**config.mk**
```make
export PLATFORM = sky130hd
export DESIGN_NAME = xhsa_queue
export DESIGN_NICKNAME = d
export VERILOG_FILES = /design/src/rtl/core/xhsa_pkg.sv /design/src/rtl/core/xhsa_queue.sv
export SDC_FILE = /design/constraint.sdc
export NUM_CORES = 1
export LEC_CHECK = 0
export BUFFER_PORTS_ARGS = -buffer_cell sky130_fd_sc_hd__buf_2
export CELL_PAD_IN_SITES_DETAIL_PLACEMENT = 0
export CELL_PAD_IN_SITES_GLOBAL_PLACEMENT = 1
export CORE_MARGIN = 3
export CORE_UTILIZATION = 48
export DETAILED_ROUTE_END_ITERATION = 8
export GPL_TIMING_DRIVEN = 0
export PLACE_DENSITY = 0.79
export SYNTH_ARGS = -nofsm -noshare
export SYNTH_HDL_FRONTEND = slang
export SYNTH_SLANG_ARGS = --single-unit
```
**constraint.sdc**
```tcl
create_clock -name i_clk -period 12.5 [get_ports i_clk]
set_clock_uncertainty 0.05 [all_clocks]
set_input_delay 2.5 -clock i_clk [delete_from_list [all_inputs] [get_ports i_clk]]
set_output_delay 2.5 -clock i_clk [all_outputs]
set_load 0.1 [all_outputs]
```
**src/rtl/core/xhsa_pkg.sv**
```systemverilog
`default_nettype none
// ----------------------------------------------------------------------------
// xhsa_pkg: shared types, constants and SHA-256 helpers
// Round constants, the initial hash value, the round function and the byte
// ordering used by the XOR hash set accumulator.
// ----------------------------------------------------------------------------
package xhsa_pkg;

    localparam int unsigned ROUNDS      = 64;
    localparam int unsigned QUEUE_DEPTH = 4;
    localparam int unsigned QPTR_W      = $clog2(QUEUE_DEPTH);

    typedef enum logic {
        OP_ADD    = 1'b0,
        OP_REMOVE = 1'b1
    } t_op;

    typedef logic [31:0]        t_word;
    typedef t_word [7:0]        t_hstate;   // index 0 is working variable a
    typedef t_word [15:0]       t_window;   // index 0 is the word used next
    typedef logic [3:0][63:0]   t_acc;

    // One slot of the hash pipeline.
    typedef struct packed {
        t_hstate st;
        t_window win;
        t_op     op;
        logic    upd;
    } t_stage;

    // One entry of the queue between the hash front and the accumulator.
    typedef struct packed {
        t_acc dig;
        t_op  op;
        logic upd;
    } t_qent;

    localparam t_word K_TAB [ROUNDS] = '{
        32'h428a2f98, 32'h71374491, 32'hb5c0fbcf, 32'he9b5dba5,
        32'h3956c25b, 32'h59f111f1, 32'h923f82a4, 32'hab1c5ed5,
        32'hd807aa98, 32'h12835b01, 32'h243185be, 32'h550c7dc3,
        32'h72be5d74, 32'h80deb1fe, 32'h9bdc06a7, 32'hc19bf174,
        32'he49b69c1, 32'hefbe4786, 32'h0fc19dc6, 32'h240ca1cc,
        32'h2de92c6f, 32'h4a7484aa, 32'h5cb0a9dc, 32'h76f988da,
        32'h983e5152, 32'ha831c66d, 32'hb00327c8, 32'hbf597fc7,
        32'hc6e00bf3, 32'hd5a79147, 32'h06ca6351, 32'h14292967,
        32'h27b70a85, 32'h2e1b2138, 32'h4d2c6dfc, 32'h53380d13,
        32'h650a7354, 32'h766a0abb, 32'h81c2c92e, 32'h92722c85,
        32'ha2bfe8a1, 32'ha81a664b, 32'hc24b8b70, 32'hc76c51a3,
        32'hd192e819, 32'hd6990624, 32'hf40e3585, 32'h106aa070,
        32'h19a4c116, 32'h1e376c08, 32'h2748774c, 32'h34b0bcb5,
        32'h391c0cb3, 32'h4ed8aa4a, 32'h5b9cca4f, 32'h682e6ff3,
        32'h748f82ee, 32'h78a5636f, 32'h84c87814, 32'h8cc70208,
        32'h90befffa, 32'ha4506ceb, 32'hbef9a3f7, 32'hc67178f2
    };

    localparam t_hstate H_INIT = '{
        0: 32'h6a09e667, 1: 32'hbb67ae85, 2: 32'h3c6ef372, 3: 32'ha54ff53a,
        4: 32'h510e527f, 5: 32'h9b05688c, 6: 32'h1f83d9ab, 7: 32'h5be0cd19
    };

    // Fixed padding of a 48-byte message: a one bit, zeros, length 384.
    localparam t_word PAD_WORD = 32'h8000_0000;
    localparam t_word LEN_WORD = 32'h0000_0180;

    function automatic t_word rotr(t_word x, int unsigned n);
        return (x >> n) | (x << (32 - n));
    endfunction

    function automatic t_word bswap(t_word x);
        return {x[7:0], x[15:8], x[23:16], x[31:24]};
    endfunction

    // Little-endian fields become big-endian message words.
    function automatic t_window msg_window(logic [3:0][63:0] id, logic [31:0] out_index,
                                           logic [63:0] amount, logic [31:0] height);
        t_window w;
        for (int i = 0; i < 4; i++) begin
            w[2*i]   = bswap(id[i][31:0]);
            w[2*i+1] = bswap(id[i][63:32]);
        end
        w[8]  = bswap(out_index);
        w[9]  = bswap(amount[31:0]);
        w[10] = bswap(amount[63:32]);
        w[11] = bswap(height);
        w[12] = PAD_WORD;
        w[13] = '0;
        w[14] = '0;
        w[15] = LEN_WORD;
        return w;
    endfunction

    // One compression round; the schedule window slides by one word.
    function automatic t_stage sha_round(t_stage s, t_word k);
        t_stage r;
        t_word  t1;
        t_word  t2;
        t_word  ch;
        t_word  maj;
        t_word  sg0;
        t_word  sg1;
        ch  = (s.st[4] & s.st[5]) ^ (~s.st[4] & s.st[6]);
        maj = (s.st[0] & s.st[1]) ^ (s.st[0] & s.st[2]) ^ (s.st[1] & s.st[2]);
        t1  = s.st[7] + (rotr(s.st[4], 6) ^ rotr(s.st[4], 11) ^ rotr(s.st[4], 25))
              + ch + k + s.win[0];
        t2  = (rotr(s.st[0], 2) ^ rotr(s.st[0], 13) ^ rotr(s.st[0], 22)) + maj;
        r       = s;
        r.st[0] = t1 + t2;
        r.st[1] = s.st[0];
        r.st[2] = s.st[1];
        r.st[3] = s.st[2];
        r.st[4] = s.st[3] + t1;
        r.st[5] = s.st[4];
        r.st[6] = s.st[5];
        r.st[7] = s.st[6];
        sg0 = rotr(s.win[1], 7) ^ rotr(s.win[1], 18) ^ (s.win[1] >> 3);
        sg1 = rotr(s.win[14], 17) ^ rotr(s.win[14], 19) ^ (s.win[14] >> 10);
        for (int i = 0; i < 15; i++) begin
            r.win[i] = s.win[i+1];
        end
        r.win[15] = sg1 + s.win[9] + sg0 + s.win[0];
        return r;
    endfunction

    // Digest bytes are taken big-endian from each state word and laid
    // into the accumulator words with byte 0 in the low bits.
    function automatic t_acc to_acc(t_hstate d);
        t_acc a;
        for (int i = 0; i < 4; i++) begin
            a[i] = {bswap(d[2*i+1]), bswap(d[2*i])};
        end
        return a;
    endfunction

endpackage
`default_nettype wire

```
**src/rtl/core/xhsa_queue.sv**
```systemverilog
`default_nettype none
// ----------------------------------------------------------------------------
// xhsa_queue: digest queue
// Short first-in first-out buffer between the hash front and the
// accumulator, so that each side stalls on its own.
// ----------------------------------------------------------------------------
module xhsa_queue (
    input  wire                 i_clk,
    input  wire                 i_rst_n,
    input  wire                 i_push,
    input  xhsa_pkg::t_qent     i_data,
    output logic                o_full,
    input  wire                 i_pop,
    output logic                o_valid,
    output xhsa_pkg::t_qent     o_data
);
    import xhsa_pkg::*;

    t_qent             r_mem [QUEUE_DEPTH];
    logic [QPTR_W-1:0] r_wr_ptr;
    logic [QPTR_W-1:0] r_rd_ptr;
    logic [QPTR_W:0]   r_cnt;
    logic              s_push;
    logic              s_pop;

    assign o_full  = (r_cnt == (QPTR_W+1)'(QUEUE_DEPTH));
    assign o_valid = (r_cnt != '0);
    assign o_data  = r_mem[r_rd_ptr];
    assign s_push  = i_push && !o_full;
    assign s_pop   = i_pop && o_valid;

    always_ff @(posedge i_clk) begin
        if (!i_rst_n) begin
            r_wr_ptr <= '0;
            r_rd_ptr <= '0;
            r_cnt    <= '0;
        end else begin
            if (s_push) begin
                r_wr_ptr <= r_wr_ptr + 1'b1;
            end
            if (s_pop) begin
                r_rd_ptr <= r_rd_ptr + 1'b1;
            end
            if (s_push && !s_pop) begin
                r_cnt <= r_cnt + 1'b1;
            end else if (s_pop && !s_push) begin
                r_cnt <= r_cnt - 1'b1;
            end
        end
    end

    always_ff @(posedge i_clk) begin
        if (s_push) begin
            r_mem[r_wr_ptr] <= i_data;
        end
    end

endmodule
`default_nettype wire

```
# Yosys cells after proc, flatten, opt, wreduce, memory -nomap -nowiden
# Memory sizes are Yosys's and may differ from the RTL's. A register that Yosys moved wholly into a read port is not among the register bits.
# Index checks and enable logic that the tools add are counted.
[word_totals] ram_bits=1032 reg_bits=7 n_memories=1 inputBits=262 wordCells=24 out_inout_bits=260
[classes] eq_ne=1 muxes=6 n_addsub=4 reduce_logical=9
[memory_table] memory="r_mem" depth=4 word_bits=258 rd=1 rd_clocked_by_memory_dff=1 write_ports=1 line_no="xhsa_queue.sv:19" rtl="t_qent r_mem [QUEUE_DEPTH];"
[op_table] operator="2-to-1 mux 3 bit" count=2
[op_table] operator="adder 2 x 1 -> 2 bit, second input constant" count=2
[op_table] operator="logical AND 1 bit" count=4
[op_table] operator="2-to-1 mux 2 bit" count=2
[op_table] operator="adder 3 x 1 -> 3 bit, second input constant" count=1
[op_table] operator="equality test 3 bit, second input constant" count=1
[op_table] operator="logical NOT 1 bit" count=3
[op_table] operator="nonzero test 3 bit" count=1
[op_table] operator="subtractor 3 x 1 -> 3 bit, second input constant" count=1
[op_table] operator="2-to-1 mux 1 bit" count=2
[op_table] operator="nonzero test 2 bit" count=1

# Longest topological paths before layout
[depth] depth_word=7 mapped_depth=9 mapped_depth_nobuf=8

# Worst setup path after synthesis
# Ideal clock, no wire load.
[synth_timing] path_kind="input-to-reg" from="input port i_push" to="memory r_mem[0][0] (netlist bit) (enable)" t_arrival_ns=8.756 slack_ns=3.043 cell_stages=3 path_buffers=1 path_cell_list="nor2b_1 -> clkbuf_1 -> and2_1"
[synth_between] elab_chain_len=3
[synth_rtl] element="start, declared" line_no="xhsa_queue.sv:10" rtl="input wire i_push,"
[synth_rtl] element="logical AND 1 bit" line_no="xhsa_queue.sv:29" rtl="assign s_push = i_push && !o_full;"
[synth_rtl] element="via s_push" line_no="xhsa_queue.sv:23" rtl="logic s_push;"
[synth_rtl] element="2-to-1 mux 1 bit" line_no="xhsa_queue.sv:53" rtl="if (s_push) begin"
[synth_rtl] element="2-to-1 mux 1 bit (not written as such)" line_no="xhsa_queue.sv:54" rtl="r_mem[r_wr_ptr] <= i_data;"
[synth_rtl] element="end, declared" line_no="xhsa_queue.sv:19"
# The timed path passes the listed nets, and every way through them passes these cells.

==> summary.txt <==
Run status
  – Status: finished clean

Routing
  – Final antenna-violating net count: 0
  – Routed wire per std cell: 24.8 um
  – Post-Route WL: 78,900 um
  – Vias: approximately 17,000
  – DRC errors left: 0
  – Iter 0 DRT Violations: 1,037
  – Via/cell ratio: between 5 and 6
  – DR pass1 iterations: 5

Clock tree
  – Post-CTS sizing: 0
  – Num CTS Buffers: 104
  – Clk sinks: 1,041
  – H-tree levels: 3
  – CTS tree: done
  – Clock Latency Late Sink: 640 ps
  – CTS root buffer: clkbuf_16
  – Cts hold-fix bufs: 0
  – Post CTS Setup Buffer Count: 0
  – Reg clk slew, reported paths: 60 ps
  – CTS max path bufs: 3

STA
  – Final Max Tran Viols: 0
  – Period minus WS final: roughly 5700 ps
  – Final setup fails: 0
  – RSZ-0062 raised after global routing: no
  – Post-route clock period utilization: a little under half
  – Fmax: 177 MHz
  – Slew @ Worst Pin: 950 ps
  – Final hold violations: 0
  – Slew HR: 36.7%

Worst setup path
  – Worst Setup End Kind: output pin
  – Critical Path RT: 9950 ps
  – CP arrival: 3110 ps
  – Startpoint types: flop
  – CP Max Fanout: 10
  – Type of the worst setup path: flop to output pin

Floorplanning
  – Die area: approximately 83,000 um2
  – Die extent in y: 288 um
  – I/O pin count: 522
  – Core area: 78,100 um2
  – Num rows: 102
  – Die Width: 288 um
  – Initial Util: 48.9%

Final layout
  – Post-layout util: 58.9%
  – Share of post-route cells with drive strength above 1: 41.5%
  – Most frequent cells in the layout: edfxtp_1 (1,032), buf_2 (547), mux4_2 (145)
  – Layout area overhead: 20.5%
  – Nets: between 2,000 and 2,500
  – Fillers: 5,519
  – Most common cell after layout, fill and taps aside: edfxtp_1
  – Layout Cells excl Fill: 3,179
  – Design area: 46,000 um2

Yosys
  – Mapped Area: approximately 38,000 um2
  – Synthesized instance count: 1,396
  – Top FF cell, synth: edfxtp_1
  – Syn. warnings: 0
  – Seq/Total Area, Yosys: 81.7%
  – Async SR Flop Fraction: 0%
  – Post-synth EDFFs: approximately 1,000
  – Post-synth cell types: 23
  – Syn Area/Cell: 27.3 um2
  – Synthesized flop and latch total: 1,041
  – Net Count, Synth: 1,664

Global route
  – First-pass GRT wire length: roughly 120,000 um
  – Grt total ovfl: 0
  – Antenna violations before repair: 27
  – Vias in the first global route: 18,338
  – All-layer global routing usage: 19.0%
  – Largest net degree at the start of global routing: 57

Placed design
  – Placed cell area: around 43,000 um2
  – Cells after DPL: 2,977
  – Hpwl dp: 51,900 um
  – Buffers on Ports: 520
  – GP Congestion: between 0.7 and 0.8

Hold path
  – HP Class: flop to flop

Flow run
  – Max-Cap Viols: 0
-- cells in the mapped netlist, drive strengths merged, types with 2 or more instances --
| cell type | count | share of area (%) |
|---|---|---|
| mux2i | 3 | 0.079 |
| and2 | 8 | 0.13 |
| clkbuf | 7 | 0.069 |
| mux4 | 258 | 16 |
| ha | 5 | 0.16 |
| inv | 3 | 0.030 |
| xnor2 | 3 | 0.069 |
| buf | 53 | 1.2 |
| or3 | 2 | 0.033 |
| edfxtp | 1032 | 81 |
| nand2 | 4 | 0.039 |
| nor2b | 2 | 0.033 |
| dfxtp | 9 | 0.47 |
-- cell families after synthesis --
kind of cell | count (synthesis) | synth area share, %
flops | 1041 | 81.7
compound gates | 4 | 0.0754
mux | 261 | 16.4
buf+inv | 63 | 1.25
xor+xnor | 4 | 0.0918
fa+ha+maj | 6 | 0.216
simple gates | 17 | 0.256
-- state kept, by name, indices dropped and copies added (netlist names), named ones only --
register and cells:
r_cnt 3, r_wr_ptr 2, r_mem 1032, r_rd_ptr 2
-- per-stage QoR --
stage               hold slack, ps  TNS [ps]  setup slack (ps)
floorplan                      418         0              3040
global placement               431  -1881270             -1870
detailed placement             452         0              7300
CTS                            460         0              6580
global route                   510         0              6600
finish                         465         0              6840
-- area by class of cell --
class | count | area (um2) | area share [%]
Sequential cell | 1041 | 31200 | 67.8
Multi-Input combinational cell | 292 | 6520 | 14.2
Timing Repair Buffer | 541 | 3150 | 6.85
Clock buffer | 127 | 2690 | 5.85
Tap cell | 1040 | 1300 | 2.83
Clock inverter | 63 | 648 | 1.41
Buffer | 60 | 465 | 1.01
Antenna cell | 12 | 30.0 | 0.0653
Inverter | 3 | 11.3 | 0.0245
-- worst max-delay path, cell delays in order (launching register included) --
cell and delay, ps:
dfxtp_1 300, buf_2 220, clkbuf_1 740, buf_2 450, mux4_1 230, buf_2 500
-- path summary, 6_finish.rpt --
kind	to	slack, ps	cells after the start	from
setup / recovery	o_data[149]	6840	5	flop
hold / removal	r_wr_ptr[0]$_SDFFE_PN0P_	470	2	r_wr_ptr[0]$_SDFFE_PN0P_
setup reg to reg	r_mem[1][112]$_DFFE_PP_	9520	7	r_cnt[0]$_SDFFE_PN0P_
hold reg to reg	r_wr_ptr[0]$_SDFFE_PN0P_	470	2	r_wr_ptr[0]$_SDFFE_PN0P_
-- metal layers --
layer | vias up | part of all wire, % | track usage (%)
met1 | 9033 | 37 | 23.1
met2 | 551 | 52 | 32.4
met3 | 135 | 8.8 | 6.37
met5 | - | 0.20 | 0
met4 | 26 | 2.3 | 5.90
li1 | 7535 | - | -
Power is not shown: default switching activity piles up to over one toggle a cycle in this logic, so the estimate is an artifact.
