File: src/rtl/core/xhsa_pkg.sv
`default_nettype none
// ----------------------------------------------------------------------------
// xhsa_pkg: shared types, constants and SHA-256 helpers
// Round constants, the initial hash value, the round function and the byte
// ordering used by the XOR hash set accumulator.
// ----------------------------------------------------------------------------
package xhsa_pkg;

    localparam int unsigned ROUNDS      = 64;
    localparam int unsigned QUEUE_DEPTH = 4;
    localparam int unsigned QPTR_W      = $clog2(QUEUE_DEPTH);

    typedef enum logic {
        OP_ADD    = 1'b0,
        OP_REMOVE = 1'b1
    } t_op;

    typedef logic [31:0]        t_word;
    typedef t_word [7:0]        t_hstate;   // index 0 is working variable a
    typedef t_word [15:0]       t_window;   // index 0 is the word used next
    typedef logic [3:0][63:0]   t_acc;

    // One slot of the hash pipeline.
    typedef struct packed {
        t_hstate st;
        t_window win;
        t_op     op;
        logic    upd;
    } t_stage;

    // One entry of the queue between the hash front and the accumulator.
    typedef struct packed {
        t_acc dig;
        t_op  op;
        logic upd;
    } t_qent;

    localparam t_word K_TAB [ROUNDS] = '{
        32'h428a2f98, 32'h71374491, 32'hb5c0fbcf, 32'he9b5dba5,
        32'h3956c25b, 32'h59f111f1, 32'h923f82a4, 32'hab1c5ed5,
        32'hd807aa98, 32'h12835b01, 32'h243185be, 32'h550c7dc3,
        32'h72be5d74, 32'h80deb1fe, 32'h9bdc06a7, 32'hc19bf174,
        32'he49b69c1, 32'hefbe4786, 32'h0fc19dc6, 32'h240ca1cc,
        32'h2de92c6f, 32'h4a7484aa, 32'h5cb0a9dc, 32'h76f988da,
        32'h983e5152, 32'ha831c66d, 32'hb00327c8, 32'hbf597fc7,
        32'hc6e00bf3, 32'hd5a79147, 32'h06ca6351, 32'h14292967,
        32'h27b70a85, 32'h2e1b2138, 32'h4d2c6dfc, 32'h53380d13,
        32'h650a7354, 32'h766a0abb, 32'h81c2c92e, 32'h92722c85,
        32'ha2bfe8a1, 32'ha81a664b, 32'hc24b8b70, 32'hc76c51a3,
        32'hd192e819, 32'hd6990624, 32'hf40e3585, 32'h106aa070,
        32'h19a4c116, 32'h1e376c08, 32'h2748774c, 32'h34b0bcb5,
        32'h391c0cb3, 32'h4ed8aa4a, 32'h5b9cca4f, 32'h682e6ff3,
        32'h748f82ee, 32'h78a5636f, 32'h84c87814, 32'h8cc70208,
        32'h90befffa, 32'ha4506ceb, 32'hbef9a3f7, 32'hc67178f2
    };

    localparam t_hstate H_INIT = '{
        0: 32'h6a09e667, 1: 32'hbb67ae85, 2: 32'h3c6ef372, 3: 32'ha54ff53a,
        4: 32'h510e527f, 5: 32'h9b05688c, 6: 32'h1f83d9ab, 7: 32'h5be0cd19
    };

    // Fixed padding of a 48-byte message: a one bit, zeros, length 384.
    localparam t_word PAD_WORD = 32'h8000_0000;
    localparam t_word LEN_WORD = 32'h0000_0180;

    function automatic t_word rotr(t_word x, int unsigned n);
        return (x >> n) | (x << (32 - n));
    endfunction

    function automatic t_word bswap(t_word x);
        return {x[7:0], x[15:8], x[23:16], x[31:24]};
    endfunction

    // Little-endian fields become big-endian message words.
    function automatic t_window msg_window(logic [3:0][63:0] id, logic [31:0] out_index,
                                           logic [63:0] amount, logic [31:0] height);
        t_window w;
        for (int i = 0; i < 4; i++) begin
            w[2*i]   = bswap(id[i][31:0]);
            w[2*i+1] = bswap(id[i][63:32]);
        end
        w[8]  = bswap(out_index);
        w[9]  = bswap(amount[31:0]);
        w[10] = bswap(amount[63:32]);
        w[11] = bswap(height);
        w[12] = PAD_WORD;
        w[13] = '0;
        w[14] = '0;
        w[15] = LEN_WORD;
        return w;
    endfunction

    // One compression round; the schedule window slides by one word.
    function automatic t_stage sha_round(t_stage s, t_word k);
        t_stage r;
        t_word  t1;
        t_word  t2;
        t_word  ch;
        t_word  maj;
        t_word  sg0;
        t_word  sg1;
        ch  = (s.st[4] & s.st[5]) ^ (~s.st[4] & s.st[6]);
        maj = (s.st[0] & s.st[1]) ^ (s.st[0] & s.st[2]) ^ (s.st[1] & s.st[2]);
        t1  = s.st[7] + (rotr(s.st[4], 6) ^ rotr(s.st[4], 11) ^ rotr(s.st[4], 25))
              + ch + k + s.win[0];
        t2  = (rotr(s.st[0], 2) ^ rotr(s.st[0], 13) ^ rotr(s.st[0], 22)) + maj;
        r       = s;
        r.st[0] = t1 + t2;
        r.st[1] = s.st[0];
        r.st[2] = s.st[1];
        r.st[3] = s.st[2];
        r.st[4] = s.st[3] + t1;
        r.st[5] = s.st[4];
        r.st[6] = s.st[5];
        r.st[7] = s.st[6];
        sg0 = rotr(s.win[1], 7) ^ rotr(s.win[1], 18) ^ (s.win[1] >> 3);
        sg1 = rotr(s.win[14], 17) ^ rotr(s.win[14], 19) ^ (s.win[14] >> 10);
        for (int i = 0; i < 15; i++) begin
            r.win[i] = s.win[i+1];
        end
        r.win[15] = sg1 + s.win[9] + sg0 + s.win[0];
        return r;
    endfunction

    // Digest bytes are taken big-endian from each state word and laid
    // into the accumulator words with byte 0 in the low bits.
    function automatic t_acc to_acc(t_hstate d);
        t_acc a;
        for (int i = 0; i < 4; i++) begin
            a[i] = {bswap(d[2*i+1]), bswap(d[2*i])};
        end
        return a;
    endfunction

endpackage
`default_nettype wire

File: src/rtl/core/xhsa_ifs.sv
`default_nettype none


interface xhsa_out_if;
    logic        valid;
    logic        ready;
    logic [63:0] acc_word0;
    logic [63:0] acc_word1;
    logic [63:0] acc_word2;
    logic [63:0] acc_word3;
    logic [63:0] element_count;

    modport source (output valid, acc_word0, acc_word1, acc_word2, acc_word3,
                    element_count, input ready);
    modport sink   (input valid, acc_word0, acc_word1, acc_word2, acc_word3,
                    element_count, output ready);
endinterface

`default_nettype wire

File: src/rtl/core/xhsa_back.sv
`default_nettype none
// ----------------------------------------------------------------------------
// xhsa_back: accumulator and element count
// XORs each digest into the accumulator and steps the count when its entry
// updates state, and presents the state after every element as one result.
// ----------------------------------------------------------------------------
module xhsa_back (
    input  wire                 i_clk,
    input  wire                 i_rst_n,
    input  wire                 i_q_valid,
    input  xhsa_pkg::t_qent     i_q_data,
    output logic                o_q_pop,
    xhsa_out_if.source          o_res
);
    import xhsa_pkg::*;

    t_acc        r_acc;
    logic [63:0] r_cnt;
    logic        r_out_vld;
    t_acc        n_acc;
    logic [63:0] n_cnt;
    logic        s_take;

    // The state registers double as the result payload: they change only
    // when a new element is taken, which needs the previous result gone.
    assign s_take  = i_q_valid && (!r_out_vld || o_res.ready);
    assign o_q_pop = s_take;

    always_comb begin
        n_acc = r_acc;
        n_cnt = r_cnt;
        if (i_q_data.upd) begin
            n_acc = r_acc ^ i_q_data.dig;
            unique case (i_q_data.op)
                OP_ADD: begin
                    n_cnt = r_cnt + 64'd1;
                end
                OP_REMOVE: begin
                    // Removing from an empty set leaves the count at zero.
                    if (r_cnt != '0) begin
                        n_cnt = r_cnt - 64'd1;
                    end
                end
                default: begin
                    n_cnt = r_cnt;
                end
            endcase
        end
    end

    always_ff @(posedge i_clk) begin
        if (!i_rst_n) begin
            r_acc     <= '0;
            r_cnt     <= '0;
            r_out_vld <= 1'b0;
        end else begin
            if (s_take) begin
                r_acc     <= n_acc;
                r_cnt     <= n_cnt;
                r_out_vld <= 1'b1;
            end else if (o_res.ready) begin
                r_out_vld <= 1'b0;
            end
        end
    end

    assign o_res.valid         = r_out_vld;
    assign o_res.acc_word0     = r_acc[0];
    assign o_res.acc_word1     = r_acc[1];
    assign o_res.acc_word2     = r_acc[2];
    assign o_res.acc_word3     = r_acc[3];
    assign o_res.element_count = r_cnt;

endmodule
`default_nettype wire

File: src/flat_wrapper.sv
// flat-port wrapper written by rule: the top's interface ports become plain ports
module xhsa_back_flat import xhsa_pkg::*;
  (i_clk, i_rst_n, i_q_valid, i_q_data, o_q_pop, o_res_valid, o_res_acc_word0, o_res_acc_word1, o_res_acc_word2, o_res_acc_word3, o_res_element_count, o_res_ready);
  xhsa_out_if o_res_i ();
  input  wire i_clk;
  input  wire i_rst_n;
  input  wire i_q_valid;
  input  xhsa_pkg::t_qent i_q_data;
  output logic o_q_pop;
  output wire logic [$bits(o_res_i.valid)-1:0] o_res_valid;
  output wire logic [$bits(o_res_i.acc_word0)-1:0] o_res_acc_word0;
  output wire logic [$bits(o_res_i.acc_word1)-1:0] o_res_acc_word1;
  output wire logic [$bits(o_res_i.acc_word2)-1:0] o_res_acc_word2;
  output wire logic [$bits(o_res_i.acc_word3)-1:0] o_res_acc_word3;
  output wire logic [$bits(o_res_i.element_count)-1:0] o_res_element_count;
  input wire logic [$bits(o_res_i.ready)-1:0] o_res_ready;
  assign o_res_valid = o_res_i.valid;
  assign o_res_acc_word0 = o_res_i.acc_word0;
  assign o_res_acc_word1 = o_res_i.acc_word1;
  assign o_res_acc_word2 = o_res_i.acc_word2;
  assign o_res_acc_word3 = o_res_i.acc_word3;
  assign o_res_element_count = o_res_i.element_count;
  assign o_res_i.ready = o_res_ready;
  xhsa_back u_core (.i_clk(i_clk), .i_rst_n(i_rst_n), .i_q_valid(i_q_valid), .i_q_data(i_q_data), .o_q_pop(o_q_pop), .o_res(o_res_i));
endmodule
File: config.mk
export PLATFORM = sky130hd
export DESIGN_NAME = xhsa_back_flat
export DESIGN_NICKNAME = d
export VERILOG_FILES = /design/src/rtl/core/xhsa_pkg.sv /design/src/rtl/core/xhsa_ifs.sv /design/src/rtl/core/xhsa_back.sv /design/src/flat_wrapper.sv
export SDC_FILE = /design/constraint.sdc
export NUM_CORES = 1
export LEC_CHECK = 0
export BUFFER_PORTS_ARGS = -buffer_cell sky130_fd_sc_hd__buf_4
export CAP_MARGIN = 20
export CORE_AREA = 2 2 227 229
export DETAILED_ROUTE_END_ITERATION = 16
export DIE_AREA = 0 0 229 231
export HOLD_SLACK_MARGIN = 0.06
export PLACE_DENSITY_LB_ADDON = 0.1
export SYNTH_ARGS = -nofsm -noshare
export SYNTH_HDL_FRONTEND = slang
export SYNTH_SLANG_ARGS = --single-unit
File: constraint.sdc
create_clock -name i_clk -period 6.6 [get_ports i_clk]
set_input_delay 0.66 -clock i_clk [delete_from_list [all_inputs] [get_ports i_clk]]
set_output_delay 0.66 -clock i_clk [all_outputs]
set_load 0.01 [all_outputs]
Yosys cells after proc, flatten, opt, wreduce, memory -nomap -nowiden. Cells that the tools add are included.

Register bits after elaboration: 321. Bits of input ports: 262. Output and inout bits: 322. Logic and storage cells: 22.

Add/subtract/negate cells: 2. Eq/ne operators: 1. Muxes and demuxes: 4. Bitwise operators: 2. Reduce and logical (&&, ||, !) cells: 7.

Operators with widths (number): XOR 256 bit (1); one-hot mux 64 bit (2 select lines) (1); adder 64 x 1 -> 64 bit (second input constant) (1); two-way mux 64 bit (1); nonzero test 64 bit (1); subtractor 64 x 1 -> 64 bit (second input constant) (1); AND reduction 3 bit (1); two-way mux 1 bit (2); != test 2 x 1 -> 1 bit (second input constant) (1); AND reduction 2 bit (1); nonzero test 2 bit (1); logical AND 1 bit (1); zero test 1 bit (1); logical OR 1 bit (1); inverter 1 bit (1).

Depth between registers and ports, before layout.
Depth after elaboration: 4. Depth in mapped cells: 12. Depth with buffers taken out: 11.

Worst setup path after synthesis. No wires, ideal clock.

Path type: input -> register. From: in i_q_data[1] (netlist bit). To: reg u_core.r_cnt[58], in the netlist u_core.o_res.element_count[58]. Setup time: 117 ps. Arrival time: 3070 ps. Data required time: 6483 ps. Slack: 3413 ps. Stages: 11. Path buffers: 0. Path through: fa_1 > a21oi_2 > o221ai_2 > o211ai_2 > a21o_1 > a211oi_2 > o2111a_2 > nor4_1 > o31ai_1 > or2_1 > a32o_1.

Word-level cells in the longest chain between the ends: 2. Elaborated cells on any way between the ends: 4. Classes of those cells: 1 x eq/ne; 1 x mux; 1 x bitwise; 1 x reduce/logical.

RTL lines: start: declaration (RTL line flat_wrapper.sv:8) `input xhsa_pkg::t_qent i_q_data;`; != test 2 x 1 -> 1 bit (no source line) / inverter 1 bit (equally long branches); AND reduction 3 bit (no source line) / one-hot mux 64 bit (2 select lines) (equally long branches); end signal: assignment (RTL line xhsa_back.sv:59) `r_cnt <= n_cnt;`; end: declaration (RTL line xhsa_back.sv:18) `logic [63:0] r_cnt;`.

Parallel ways exist; a longest one is shown, timed or not. A chain may end at the register's enable or synchronous reset.

Worst setup path after layout.
From: in i_q_data[1] (netlist bit). To: reg u_core.r_cnt[63], in the netlist u_core.o_res.element_count[63].

The elaborated chain is that of the path after synthesis.

==> reports/results.ini <==
[status]
outcome = finished clean

[synth]
yosys_most_used_dff = dfxtp_1
netlist_instances = 1880
ys_seq_elements = 321
avgSynthCellArea_sq_um = 8.76
syn_nets = 2205
ys_seq_area_share_pct = 39.0
synth_edf_count = 0
syn_area_sq_mm = 0.0165
async_reset_ff_share_pct = 0
synth_cell_types = 76
ys_warn_count = 0

[clock_tree]
clkTransAtPathRegs_ns = 0.06
cts_max_path_buffers = 3
numCtsBuffers = 40
ctsRootBufferMaster = clkbuf_16
numClockSinks = 321
ctsHoldBuffers = 0
cts_resized = 0
cts_tree = built
post_cts_buffers = 0
clk_latency_ns = 0.55
h-tree-depth = 2

[floorplanning]
fp-row-count = 83
core-area_sq_mm = 0.0507
die_width_um = 229
ios = 584
die_y_um = 231
initial_core_util_pct = 32.5
die-area_sq_mm = 0.0529

[placed_design]
port_buffers = 583
placedCellCount = 3048
gp_congestion = 0.914
post-place-ws_ns = 2.34
dpl.hpwl_mm = 43.1

[detailed_routing]
viasPerCell = 4.66
drtIter0Drc = 900
post_drt_wl_per_cell_um = 18.2
first_pass_iters = 5
antenna_left = 0
finalWirelength_mm = 56.9
drc = 0
vias = 14500

[power_and_ir_drop]
powerDensity_mw_per_mm2 = 245
ir_drop_mv = 0.152
p_leak_nw = 10.1

[layout]
synthToLayoutAreaGrowth_pct = 37.8
drive_gt1_share_pct = 27.8
final_cell_count_no_fill = 3119
fillers = 5082
final_nets = 2735
fin_util_pct = 44.8

[worst_setup_path]
cp_slowest_cell = buf_4
crit_family = compound AO/OA/AOI/OAI gates
critPathRequiredTime_ns = 7.05
cp_cell_sequence = buf_4 > ha_1 > a21oi_1 > o211ai_1 > a221oi_1 > nand3_1 > a21oi_1 > a2bb2oi_1 > o41ai_2 > mux2i_1 > and3_1 > o21a_1
path_common_cell = a21oi_1
crit_path_max_incr_delay_ns = 0.61
crit_fanout = 69
crit_path_end_kind = register
critPathKind = input pin to register
cp-start-kind = input pin
arrival_ns = 4.13
critPathBufInv = 1

[timing]
period_share_pct = 55.7
max_slew_margin_pct = 30.6
timing.final.ws_setup_ns = 2.92
setup_violations = 0
finalClockSkew_ns = 0.0216
worst_slew_pin_slew_ns = 1.04
fmax_ghz = 0.272
rsz0062_at_grt = false
fin_hold_ws_ns = 0.400
tns_ns = 0
hold_violations = 0
finalCriticalPeriod_ns = 3.68
slew_viol_final = 0

[global_routing]
globalRouteOverflowTotal = 0
grt_usage_pct = 20.4
grt_max_degree = 203
grt_pass1_wl_mm = 84.4
grt_pass1_vias = 14000
antenna_found_initial = 6

[flow_run]
max_cap_viol_count = 0

[hold_path]
hp-class = input pin to register

==> through the flow <==
stage | power [mW] | area, sq um
floorplan | 2.87 | 16500
global placement | 3.38 | 21400
detailed placement | 3.38 | 21400
CTS | 5.65 | 22700
global route | 5.85 | 22700
finish | 5.57 | 22700
==> flip-flops by register name, indices dropped and copies added (netlist names) <==
register                    count
u_core.o_res.element_count     64
u_core.o_res.acc_word2         64
u_core.o_res.acc_word3         64
u_core.o_res.acc_word1         64
u_core.o_res.valid              1
u_core.o_res.acc_word0         64
==> tightest hold or removal path, delay by kind of cell <==
kind,cells,cell delay (ns)
compound gates,1,0.07
buf+inv,2,0.16
==> cells in the mapped netlist (5+ instances only) <==
master | count | area share [%]
ha_1 | 62 | 4.7
nand3_1 | 16 | 0.49
nor3_1 | 12 | 0.36
nor2b_1 | 47 | 1.8
inv_1 | 19 | 0.43
nand2_1 | 324 | 7.4
o21a_1 | 6 | 0.27
a31oi_1 | 9 | 0.34
nand2b_1 | 5 | 0.19
buf_2 | 9 | 0.27
o21bai_1 | 14 | 0.64
dfxtp_1 | 321 | 39
o2111ai_1 | 5 | 0.27
nor2_1 | 40 | 0.91
o31ai_1 | 9 | 0.41
and3_1 | 7 | 0.27
and2_1 | 261 | 9.9
o21ai_0 | 43 | 1.3
xnor2_1 | 287 | 15
nor4_1 | 18 | 0.68
mux2i_1 | 39 | 2.4
nand4_1 | 24 | 0.91
a21o_1 | 37 | 1.7
xor2_1 | 23 | 1.2
clkbuf_1 | 85 | 1.9
a21oi_1 | 64 | 1.9
==> kinds of logic after synthesis <==
kind of cell / after synthesis / synth area share, %
AO/OA/AOI/OAI: 245 / 10.2
XOR/XNOR: 310 / 16.5
adder cells (fa/ha/maj): 63 / 4.83
multiplexers: 40 / 2.44
buffers and inverters: 119 / 2.85
AND/OR/NAND/NOR: 782 / 24.2
flip-flops: 321 / 39.0
==> per-layer routing <==
metal | GRT usage (%) | up-vias | part of all wire (%)
met3 | 5.31 | 96 | 6.7
met1 | 25.4 | 6738 | 42
li1 | - | 7268 | -
met4 | 6.98 | 8 | 2.7
met5 | 0 | - | 0.091
met2 | 34.3 | 435 | 48
==> worst paths after layout <==
path,endpoint,from,slack [ns],cells after the start
setup / recovery,u_core.o_res.element_count[63]$_SDFFE_PN0P_,i_q_data[1],2.92,12
hold / removal,u_core.o_res.valid$_SDFFE_PN0P_,i_q_valid,0.40,3
setup reg to reg,u_core.o_res.element_count[61]$_SDFFE_PN0P_,u_core.o_res.element_count[56]$_SDFFE_PN0P_,3.00,8
hold reg to reg,u_core.o_res.element_count[41]$_SDFFE_PN0P_,u_core.o_res.element_count[41]$_SDFFE_PN0P_,0.52,2
==> layout by cell type (no fill, tap or decap), drive strengths merged, types with 17 or more instances in the layout <==
master | netlist | layout
xnor2 | 287 | 287
inv | 19 | 19
mux2i | 39 | 39
nand2 | 325 | 325
ha | 62 | 62
nor2b | 47 | 47
a21oi | 68 | 68
nand4 | 24 | 24
dfxtp | 321 | 321
buf | 15 | 588
o21ai | 47 | 47
nor4 | 18 | 18
xor2 | 23 | 23
and2 | 261 | 261
clkbuf | 85 | 58
nor2 | 41 | 41
a21o | 38 | 38
nand3 | 17 | 17
==> cell type report <==
cell class | count | area [sq um] | share of cell area (%)
Multi-Input combinational cell | 1440 | 9590 | 42.2
Sequential cell | 321 | 6430 | 28.3
Timing Repair Buffer | 588 | 4430 | 19.5
Clock buffer | 58 | 1190 | 5.24
Tap cell | 680 | 851 | 3.75
Clock inverter | 10 | 140 | 0.617
Inverter | 19 | 71.3 | 0.314
Antenna cell | 3 | 7.51 | 0.0331
==> where the power goes <==
part           leakage, nW  internal (mW)  switching, mW
combinational         6.81          0.585          0.570
clock                0.658           1.37          0.872
sequential            2.62           2.06          0.116
Power figures use the tool's default switching activity.
